File: config.mk
export PLATFORM = sky130hd
export DESIGN_NAME = i2c_gas_sensor_poll_master
export DESIGN_NICKNAME = d
export VERILOG_FILES = /design/src/rtl/i2cgs_pkg.sv /design/src/rtl/i2cgs_core.sv /design/src/rtl/i2c_gas_sensor_poll_master.sv
export SDC_FILE = /design/constraint.sdc
export NUM_CORES = 1
export LEC_CHECK = 0
export BUFFER_PORTS_ARGS = -buffer_cell sky130_fd_sc_hd__buf_2
export CORE_MARGIN = 2
export CORE_UTILIZATION = 30
export DETAILED_ROUTE_END_ITERATION = 16
export HOLD_SLACK_MARGIN = 0.1
export PLACE_DENSITY_LB_ADDON = 0.25
export SKIP_CTS_REPAIR_TIMING = 1
export SYNTH_ARGS = -nofsm -noshare
export SYNTH_HDL_FRONTEND = slang
export SYNTH_SLANG_ARGS = --single-unit
File: constraint.sdc
create_clock -name aclk -period 2.8 [get_ports aclk]
set_input_delay 0.42 -clock aclk [delete_from_list [all_inputs] [get_ports aclk]]
set_output_delay 0.42 -clock aclk [all_outputs]
set_load 0.005 [all_outputs]
File: src/rtl/i2cgs_pkg.sv
// ----------------------------------------------------------------------------
// i2cgs_pkg
// Shared types and constants of the gas sensor I2C poll master.
// ----------------------------------------------------------------------------
package i2cgs_pkg;

    // request codes carried in func
    localparam logic [1:0] FUNC_INIT    = 2'd1;
    localparam logic [1:0] FUNC_MEASURE = 2'd2;

    // configuration register indexes
    localparam logic [2:0] CFG_DEVICE_ADDRESS     = 3'd0;
    localparam logic [2:0] CFG_INIT_COMMAND       = 3'd1;
    localparam logic [2:0] CFG_MEASURE_COMMAND    = 3'd2;
    localparam logic [2:0] CFG_ACK_TIMEOUT        = 3'd3;
    localparam logic [2:0] CFG_COMMAND_WAIT_TICKS = 3'd4;

    // configuration reset values
    localparam logic [6:0]  RST_DEVICE_ADDRESS     = 7'd88;
    localparam logic [15:0] RST_INIT_COMMAND       = 16'h2003;
    localparam logic [15:0] RST_MEASURE_COMMAND    = 16'h2008;
    localparam logic [3:0]  RST_ACK_TIMEOUT        = 4'd10;
    localparam logic [15:0] RST_COMMAND_WAIT_TICKS = 16'd20000;

    // byte slot that marks the address byte of the read frame
    localparam logic [2:0] READ_ADDR_SLOT = 3'd3;
    // byte slot of the check byte, which is dropped
    localparam logic [2:0] CHECK_SLOT     = 3'd2;
    // byte slot of the last read byte
    localparam logic [2:0] LAST_SLOT      = 3'd4;

    // bus phase, one tick each except idle, acknowledge high and wait, which can repeat
    typedef enum logic [3:0] {
        PH_IDLE    = 4'd0,
        PH_START_A = 4'd1,
        PH_START_B = 4'd2,
        PH_W_LOW   = 4'd3,
        PH_W_HIGH  = 4'd4,
        PH_A_LOW   = 4'd5,
        PH_A_HIGH  = 4'd6,
        PH_R_LOW   = 4'd7,
        PH_R_HIGH  = 4'd8,
        PH_M_LOW   = 4'd9,
        PH_M_HIGH  = 4'd10,
        PH_STOP_A  = 4'd11,
        PH_STOP_B  = 4'd12,
        PH_STOP_C  = 4'd13,
        PH_WAIT    = 4'd14
    } phase_t;

    // configuration seen by the sequencer
    typedef struct packed {
        logic [6:0]  device_address;
        logic [15:0] init_command;
        logic [15:0] measure_command;
        logic [3:0]  ack_timeout;
        logic [15:0] command_wait_ticks;
    } cfg_t;

    // result of one tick
    typedef struct packed {
        logic        scl_level;
        logic        sda_drive;
        logic        busy_res;
        logic        done_res;
        logic        ack_error;
        logic [15:0] co2_value;
        logic [15:0] tvoc_value;
    } res_t;

endpackage

File: src/rtl/i2cgs_core.sv
// ----------------------------------------------------------------------------
// i2cgs_core
// Bus sequencer: advances at most one SCL phase per accepted tick and computes
// the line levels and status that the tick produces.
// ----------------------------------------------------------------------------
module i2cgs_core
    import i2cgs_pkg::*;
(
    input  logic       aclk,
    input  logic       aresetn,
    input  logic       step_en,
    input  logic [1:0] func,
    input  logic       sda_in,
    input  cfg_t       cfg,
    output res_t       res
);

    phase_t      phase_reg, phase_next;
    logic [2:0]  bit_index_reg, bit_index_next;
    logic [2:0]  byte_index_reg, byte_index_next;
    logic [7:0]  shift_byte_reg, shift_byte_next;
    logic [31:0] read_acc_reg, read_acc_next;
    logic [3:0]  ack_wait_count_reg, ack_wait_count_next;
    logic [15:0] pause_count_reg, pause_count_next;
    logic        is_measure_reg, is_measure_next;
    logic        error_flag_reg, error_flag_next;
    logic [15:0] co2_store_reg, co2_store_next;
    logic [15:0] tvoc_store_reg, tvoc_store_next;

    logic [3:0]  ack_limit;
    logic [4:0]  ack_wait_inc;
    logic [15:0] cmd_word;
    logic [7:0]  read_shift;
    logic        done;
    logic        sdo;
    logic        scl;

    assign ack_limit    = (cfg.ack_timeout == 4'd0) ? 4'd1 : cfg.ack_timeout;
    assign ack_wait_inc = {1'b0, ack_wait_count_reg} + 5'd1;
    assign cmd_word     = is_measure_reg ? cfg.measure_command : cfg.init_command;
    assign read_shift   = {shift_byte_reg[6:0], sda_in};

    // state registers
    always_ff @(posedge aclk) begin
        if (!aresetn) begin
            phase_reg          <= PH_IDLE;
            bit_index_reg      <= '0;
            byte_index_reg     <= '0;
            shift_byte_reg     <= '0;
            read_acc_reg       <= '0;
            ack_wait_count_reg <= '0;
            pause_count_reg    <= '0;
            is_measure_reg     <= 1'b0;
            error_flag_reg     <= 1'b0;
            co2_store_reg      <= '0;
            tvoc_store_reg     <= '0;
        end else if (step_en) begin
            phase_reg          <= phase_next;
            bit_index_reg      <= bit_index_next;
            byte_index_reg     <= byte_index_next;
            shift_byte_reg     <= shift_byte_next;
            read_acc_reg       <= read_acc_next;
            ack_wait_count_reg <= ack_wait_count_next;
            pause_count_reg    <= pause_count_next;
            is_measure_reg     <= is_measure_next;
            error_flag_reg     <= error_flag_next;
            co2_store_reg      <= co2_store_next;
            tvoc_store_reg     <= tvoc_store_next;
        end
    end

    // next state
    always_comb begin
        phase_next          = phase_reg;
        bit_index_next      = bit_index_reg;
        byte_index_next     = byte_index_reg;
        shift_byte_next     = shift_byte_reg;
        read_acc_next       = read_acc_reg;
        ack_wait_count_next = ack_wait_count_reg;
        pause_count_next    = pause_count_reg;
        is_measure_next     = is_measure_reg;
        error_flag_next     = error_flag_reg;
        co2_store_next      = co2_store_reg;
        tvoc_store_next     = tvoc_store_reg;
        done                = 1'b0;

        case (phase_reg)
            PH_IDLE: begin
                if (func == FUNC_INIT || func == FUNC_MEASURE) begin
                    is_measure_next     = (func == FUNC_MEASURE);
                    error_flag_next     = 1'b0;
                    phase_next          = PH_START_A;
                    shift_byte_next     = {cfg.device_address, 1'b0};
                    byte_index_next     = 3'd0;
                    bit_index_next      = 3'd0;
                    ack_wait_count_next = 4'd0;
                end
            end
            PH_START_A: phase_next = PH_START_B;
            PH_START_B: phase_next = PH_W_LOW;
            PH_W_LOW:   phase_next = PH_W_HIGH;
            PH_W_HIGH: begin
                shift_byte_next = {shift_byte_reg[6:0], 1'b0};
                if (bit_index_reg == 3'd7) begin
                    bit_index_next      = 3'd0;
                    ack_wait_count_next = 4'd0;
                    phase_next          = PH_A_LOW;
                end else begin
                    bit_index_next = bit_index_reg + 3'd1;
                    phase_next     = PH_W_LOW;
                end
            end
            PH_A_LOW: phase_next = PH_A_HIGH;
            PH_A_HIGH: begin
                if (!sda_in) begin
                    ack_wait_count_next = 4'd0;
                    if (byte_index_reg == READ_ADDR_SLOT) begin
                        byte_index_next = 3'd0;
                        bit_index_next  = 3'd0;
                        shift_byte_next = 8'd0;
                        read_acc_next   = 32'd0;
                        phase_next      = PH_R_LOW;
                    end else if (byte_index_reg >= CHECK_SLOT) begin
                        phase_next = PH_STOP_A;
                    end else begin
                        // command high byte after the address, then low byte
                        byte_index_next = byte_index_reg + 3'd1;
                        shift_byte_next = (byte_index_reg == 3'd0) ? cmd_word[15:8]
                                                                   : cmd_word[7:0];
                        bit_index_next  = 3'd0;
                        phase_next      = PH_W_LOW;
                    end
                end else if (ack_wait_inc >= {1'b0, ack_limit}) begin
                    // acknowledge timed out
                    ack_wait_count_next = 4'd0;
                    error_flag_next     = 1'b1;
                    phase_next          = PH_STOP_A;
                end else begin
                    ack_wait_count_next = ack_wait_inc[3:0];
                end
            end
            PH_R_LOW: phase_next = PH_R_HIGH;
            PH_R_HIGH: begin
                shift_byte_next = read_shift;
                if (bit_index_reg == 3'd7) begin
                    bit_index_next = 3'd0;
                    if (byte_index_reg != CHECK_SLOT) begin
                        read_acc_next = {read_acc_reg[23:0], read_shift};
                    end
                    phase_next = PH_M_LOW;
                end else begin
                    bit_index_next = bit_index_reg + 3'd1;
                    phase_next     = PH_R_LOW;
                end
            end
            PH_M_LOW: phase_next = PH_M_HIGH;
            PH_M_HIGH: begin
                if (byte_index_reg >= LAST_SLOT) begin
                    co2_store_next  = read_acc_reg[31:16];
                    tvoc_store_next = read_acc_reg[15:0];
                    phase_next      = PH_STOP_A;
                end else begin
                    byte_index_next = byte_index_reg + 3'd1;
                    bit_index_next  = 3'd0;
                    shift_byte_next = 8'd0;
                    phase_next      = PH_R_LOW;
                end
            end
            PH_STOP_A: phase_next = PH_STOP_B;
            PH_STOP_B: phase_next = PH_STOP_C;
            PH_STOP_C: begin
                if (error_flag_reg || byte_index_reg != CHECK_SLOT) begin
                    phase_next = PH_IDLE;
                    done       = 1'b1;
                end else if (cfg.command_wait_ticks != 16'd0) begin
                    pause_count_next = cfg.command_wait_ticks;
                    phase_next       = PH_WAIT;
                end else if (is_measure_reg) begin
                    phase_next          = PH_START_A;
                    shift_byte_next     = {cfg.device_address, 1'b1};
                    byte_index_next     = READ_ADDR_SLOT;
                    bit_index_next      = 3'd0;
                    ack_wait_count_next = 4'd0;
                end else begin
                    phase_next = PH_IDLE;
                    done       = 1'b1;
                end
            end
            PH_WAIT: begin
                pause_count_next = pause_count_reg - 16'd1;
                if (pause_count_next == 16'd0) begin
                    if (is_measure_reg) begin
                        phase_next          = PH_START_A;
                        shift_byte_next     = {cfg.device_address, 1'b1};
                        byte_index_next     = READ_ADDR_SLOT;
                        bit_index_next      = 3'd0;
                        ack_wait_count_next = 4'd0;
                    end else begin
                        phase_next = PH_IDLE;
                        done       = 1'b1;
                    end
                end
            end
            default: phase_next = PH_IDLE;
        endcase
    end

    // line levels of the phase being entered
    always_comb begin
        case (phase_next)
            PH_START_A: begin scl = 1'b1; sdo = 1'b0; end
            PH_START_B: begin scl = 1'b0; sdo = 1'b0; end
            PH_W_LOW:   begin scl = 1'b0; sdo = shift_byte_next[7]; end
            PH_W_HIGH:  begin scl = 1'b1; sdo = shift_byte_next[7]; end
            PH_A_LOW:   begin scl = 1'b0; sdo = 1'b1; end
            PH_R_LOW:   begin scl = 1'b0; sdo = 1'b1; end
            PH_M_LOW:   begin scl = 1'b0; sdo = (byte_index_next >= LAST_SLOT); end
            PH_M_HIGH:  begin scl = 1'b1; sdo = (byte_index_next >= LAST_SLOT); end
            PH_STOP_A:  begin scl = 1'b0; sdo = 1'b0; end
            PH_STOP_B:  begin scl = 1'b1; sdo = 1'b0; end
            default:    begin scl = 1'b1; sdo = 1'b1; end
        endcase
    end

    assign res.scl_level  = scl;
    assign res.sda_drive  = sdo;
    assign res.busy_res   = (phase_next != PH_IDLE);
    assign res.done_res   = done;
    assign res.ack_error  = error_flag_next;
    assign res.co2_value  = co2_store_next;
    assign res.tvoc_value = tvoc_store_next;

    // a sequence that reports done is back in idle
    assert property (@(posedge aclk) disable iff (!aresetn)
        step_en && res.done_res |=> phase_reg == PH_IDLE)
        else $error("done without return to idle");

    // the wait phase never holds an expired count
    assert property (@(posedge aclk) disable iff (!aresetn)
        phase_reg == PH_WAIT |-> pause_count_reg != 16'd0)
        else $error("wait phase with zero count");

    // an error is raised only by an acknowledge timeout, which goes to stop
    assert property (@(posedge aclk) disable iff (!aresetn)
        $rose(error_flag_reg) |-> phase_reg == PH_STOP_A)
        else $error("error flag set outside a timeout");

    // the acknowledge slot starts with the bit counter cleared
    assert property (@(posedge aclk) disable iff (!aresetn)
        phase_reg == PH_A_LOW |-> bit_index_reg == 3'd0)
        else $error("bit counter not cleared at acknowledge");

endmodule

File: src/rtl/i2c_gas_sensor_poll_master.sv
// ----------------------------------------------------------------------------
// i2c_gas_sensor_poll_master
// Pin-level I2C master that runs init and measurement sequences on a gas
// sensor, at most one SCL phase per input tick.
// ----------------------------------------------------------------------------
// Each input transfer is one bus tick and yields exactly one result transfer
// holding the SCL/SDA drive levels for the next phase, busy/done/error status
// and the last CO2 and TVOC readings. One tick is taken per clock cycle: the
// sequencer state updates in the cycle a tick is accepted and the result is
// held in an output register, so s_tready stays high while it is empty or being
// drained, and throughput is one tick per cycle. A tick with func 1 or 2 while
// idle starts the init or measurement sequence; requests while busy are ignored.
// The user must configure via cfg_wr_en only while idle; it is not enforced.
// ----------------------------------------------------------------------------
module i2c_gas_sensor_poll_master
    import i2cgs_pkg::*;
(
    input  logic        aclk,
    input  logic        aresetn,
    // input ticks
    input  logic        s_tvalid,
    output logic        s_tready,
    input  logic [7:0]  s_tdata,   // func [1:0], sda_in [2], zero pad
    // results
    output logic        m_tvalid,
    input  logic        m_tready,
    output logic [39:0] m_tdata,   // scl_level [0], sda_drive [1], busy_res [2],
                                   // done_res [3], ack_error [4], co2_value [20:5],
                                   // tvoc_value [36:21], zero pad
    // configuration writes
    input  logic        cfg_wr_en,
    input  logic [2:0]  cfg_index,
    input  logic [15:0] cfg_data
);

    cfg_t        cfg_reg;
    res_t        res;
    logic        accept;
    logic        m_tvalid_reg;
    logic [39:0] m_tdata_reg;

    assign s_tready = !m_tvalid_reg || m_tready;
    assign accept   = s_tvalid && s_tready;

    // configuration registers
    always_ff @(posedge aclk) begin
        if (!aresetn) begin
            cfg_reg.device_address     <= RST_DEVICE_ADDRESS;
            cfg_reg.init_command       <= RST_INIT_COMMAND;
            cfg_reg.measure_command    <= RST_MEASURE_COMMAND;
            cfg_reg.ack_timeout        <= RST_ACK_TIMEOUT;
            cfg_reg.command_wait_ticks <= RST_COMMAND_WAIT_TICKS;
        end else if (cfg_wr_en) begin
            case (cfg_index)
                CFG_DEVICE_ADDRESS:     cfg_reg.device_address     <= cfg_data[6:0];
                CFG_INIT_COMMAND:       cfg_reg.init_command       <= cfg_data;
                CFG_MEASURE_COMMAND:    cfg_reg.measure_command    <= cfg_data;
                CFG_ACK_TIMEOUT:        cfg_reg.ack_timeout        <= cfg_data[3:0];
                CFG_COMMAND_WAIT_TICKS: cfg_reg.command_wait_ticks <= cfg_data;
                default: ;
            endcase
        end
    end

    // bus sequencer
    i2cgs_core u_core (
        .aclk    (aclk),
        .aresetn (aresetn),
        .step_en (accept),
        .func    (s_tdata[1:0]),
        .sda_in  (s_tdata[2]),
        .cfg     (cfg_reg),
        .res     (res)
    );

    // output register valid
    always_ff @(posedge aclk) begin
        if (!aresetn) begin
            m_tvalid_reg <= 1'b0;
        end else if (accept) begin
            m_tvalid_reg <= 1'b1;
        end else if (m_tready) begin
            m_tvalid_reg <= 1'b0;
        end
    end

    // output register payload
    always_ff @(posedge aclk) begin
        if (accept) begin
            m_tdata_reg <= {3'b000, res.tvoc_value, res.co2_value, res.ack_error,
                            res.done_res, res.busy_res, res.sda_drive, res.scl_level};
        end
    end

    assign m_tvalid = m_tvalid_reg;
    assign m_tdata  = m_tdata_reg;

endmodule

==> key figures <==
Yosys
  • Post-synthesis instance area: 0.00969 mm^2
  • Instance count of the mapped netlist: 1,081
  • Area share of the largest cell type after synthesis: 0.339
  • Number of warnings printed during yosys synthesis: 0
  • Count of distinct cell types in the synthesized netlist: 84
  • Library cell with the largest summed area after synthesis: sky130_fd_sc_hd__dfxtp_1
  • Count of flip-flops with a built-in enable after synthesis: 37
  • Sequential cell area fraction in the yosys report: 0.453
  • Mean instance size in the synthesized netlist: roughly 9 um^2
  • #FFs+latches synth: 201
  • Most used flip-flop cell after synthesis: sky130_fd_sc_hd__dfxtp_1
  • Cells taking the most area after synthesis: sky130_fd_sc_hd__dfxtp_1 34%, sky130_fd_sc_hd__edfxtp_1 11%, sky130_fd_sc_hd__nand2_1 6.9%, sky130_fd_sc_hd__a21boi_0 6.0%, sky130_fd_sc_hd__nor2_1 4.3%
  • Fraction of registers with async set/reset: 0

Placement
  • Count of buffers inserted at the top-level ports: 65
  • Post-DP HPWL: 17,100 um
  • Place WS: 17.3 ps
  • RD Place Congestion: approximately 0.88

Global routing
  • Global routing usage summed across all routing layers: 0.149
  • Vias in the first global route: 7,489
  • Initial antenna violation count: 0
  • GR Overflow Total: 0
  • Wire length of the first global-routing pass: 40,800 um
  • Pin count of the biggest net entering global routing: 68

STA
  • Setup skew after layout: 17.0 ps
  • Slew HR: 0.480
  • Final period demand of the worst path: ~2700 ps
  • Unrepaired setup endpoints after global routing: true
  • Count of final hold-check violations: 0
  • Final count of pins violating max slew: 0
  • Final worst hold slack: 156 ps
  • Final setup violation count: 0
  • Measured slew at the worst slew-check pin: 780 ps
  • Min setup slack post-route: 103 ps
  • Share of the cycle needed by the critical path after routing: 0.963
  • Maximum clock frequency: 371 MHz

Die
  • Core footprint: 0.0317 mm^2
  • Die W: 184 um
  • Die Height: 184 um
  • Effective utilization at floorplan: 0.306
  • Site Rows: 65
  • Floorplan die area: 0.0338 mm^2
  • Number of primary I/O pins: 74

Final layout
  • Number of flip-flops under the largest register name: roughly 60
  • Net total in the final layout: 1,210
  • Commonest non-fill, non-tap cells in the layout: 178 x sky130_fd_sc_hd__nand2_1, 163 x sky130_fd_sc_hd__dfxtp_1, 110 x sky130_fd_sc_hd__nor2_1
  • Commonest non-fill, non-tap cell in the layout: sky130_fd_sc_hd__nand2_1
  • Antenna diode count: 0
  • Synth-to-Final Area Change: 20.0%
  • Final cell utilization of the core: 0.367
  • Fill count: 3,295
  • Layout cell share with drive strength beyond 1: 0.215

Run status
  • Run status: finished, final reports clean

Clocking
  • Clk root buf: sky130_fd_sc_hd__clkbuf_16
  • Total clock buffers created by CTS: 24
  • Clock latency on the worst-skew pair: 520 ps
  • Total clock sinks: 201
  • Bufs on Longest Clock Path: 3
  • CTS tree: yes
  • Clock edge transition at the registers on the reported setup and hold paths: around 60 ps
  • H-tree lvl count: 1

Drt
  • Antenna Violating Nets Remaining: 0
  • Violation count after the first detailed-route iteration: ~530
  • Total routed wirelength: 25,100 um
  • DRC violations left: 0
  • First drt pass iteration count: 5
  • Vias after detailed routing: 7,877
  • Per-cell routed wire length: around 16 um
  • Vias per cell: 4.98

Run
  • Number of max-cap violations: 0

Worst setup path
  • Data required time at the worst endpoint: 3070 ps
  • Setup Crit Path Kind: flop to flop
  • Critical path capture point type: flop
  • Crit Path Max Fanout: 4
  • Startpoint class of the critical path: flop
  • Crit path arrival time: 2970 ps

Power
  • Power per cell area: 604 mW/mm^2
  • Worst-case vdd ir drop: approximately 0.39 mV
  • Leakage power: 4.48 nW
  • Overall Power: between 7 and 8 mW

Hold path
  • Worst Hold Class: input port to flop
## report_power, final
group          leakage (nW)  internal (mW)  total [mW]  switching [mW]
sequential             1.70           3.07        3.13          0.0576
clock                 0.390           1.96        3.21            1.25
combinational          2.39          0.306       0.697           0.391
## routing by layer
metal  global-route usage  wire length, um  vias to the layer above
met2                0.230            11000                      137
met5                    0                0                        -
met3               0.0176              761                       30
met4               0.0384              500                        0
met1                0.219            12900                     3756
li1                     -                -                     3954
## final timing paths
| path | start | to | slack (ps) | depth (start not counted) |
|---|---|---|---|---|
| setup / recovery | u_core.pause_count_reg[0] | m_tdata[0] | 100 | 12 |
| hold reg to reg | cfg_reg[52] | cfg_reg[52] | 460 | 2 |
| setup reg to reg | u_core.pause_count_reg[0] | m_tdata[0] | 100 | 12 |
| hold / removal | s_tvalid | m_tvalid | 160 | 3 |
## synthesized netlist by cell type, drive strengths merged (3+ instances only)
library cell	count
dfxtp	164
a41oi	3
a22o	8
a21o	3
or3	3
mux2i	8
nand2	178
mux2	33
a21oi	31
nand2b	4
or2	4
edfxtp	37
o211a	4
nor3	14
a22oi	12
nand3	57
nand3b	3
inv	26
a21boi	82
o21bai	3
o21ai	45
and3	5
a32o	3
nor3b	37
xor2	4
a31oi	5
ha	13
o21a	4
nor4	10
clkbuf	61
mux4	8
and4	3
nand4	4
o221a	3
buf	15
and2	20
nor2b	14
o211ai	7
nor2	111
## worst max-delay path, cell delays in order, from the launching register on
cell	delay, ps
sky130_fd_sc_hd__dfxtp_2	330
sky130_fd_sc_hd__inv_1	100
sky130_fd_sc_hd__ha_4	130
sky130_fd_sc_hd__nor3b_4	180
sky130_fd_sc_hd__buf_4	150
sky130_fd_sc_hd__nand3_4	70
sky130_fd_sc_hd__a2111oi_4	330
sky130_fd_sc_hd__buf_4	190
sky130_fd_sc_hd__o211ai_4	140
sky130_fd_sc_hd__o2bb2ai_4	180
sky130_fd_sc_hd__nor3_4	200
sky130_fd_sc_hd__a21boi_0	110
sky130_fd_sc_hd__a311o_1	330
## metrics by stage
stage | std cells | instance area [um^2] | TNS, ps
floorplan | 1083 | 9740 | 0
global placement | 1535 | 10700 | 0
detailed placement | 1535 | 10700 | 0
CTS | 1576 | 11500 | -8.22
global route | 1582 | 11600 | -34.7
finish | 1582 | 11600 | 0
## area by class of cell
type	instances	area, um^2	share of cell area
clock buffers	31	667	0.0573
clock inverters	10	151	0.0130
inverters	26	97.6	0.00839
multi-input cells	780	4960	0.427
flip-flops and latches	201	4400	0.378
well taps	402	503	0.0432
repair buffers	132	856	0.0736
## cells by family (layout without fill, tap and decap cells)
logic type               after synthesis  in the layout  share of synthesized area
adder cells (fa/ha/maj)               13             13                     0.0168
AO/OA/AOI/OAI                        232            232                      0.174
XOR/XNOR                               5              5                    0.00452
buffers and inverters                102            199                     0.0447
other                                  1              3                   0.000387
flip-flops                           201            201                      0.453
multiplexers                          49             49                     0.0652
AND/OR/NAND/NOR                      478            478                      0.241
Power figures use the tool's default switching activity.
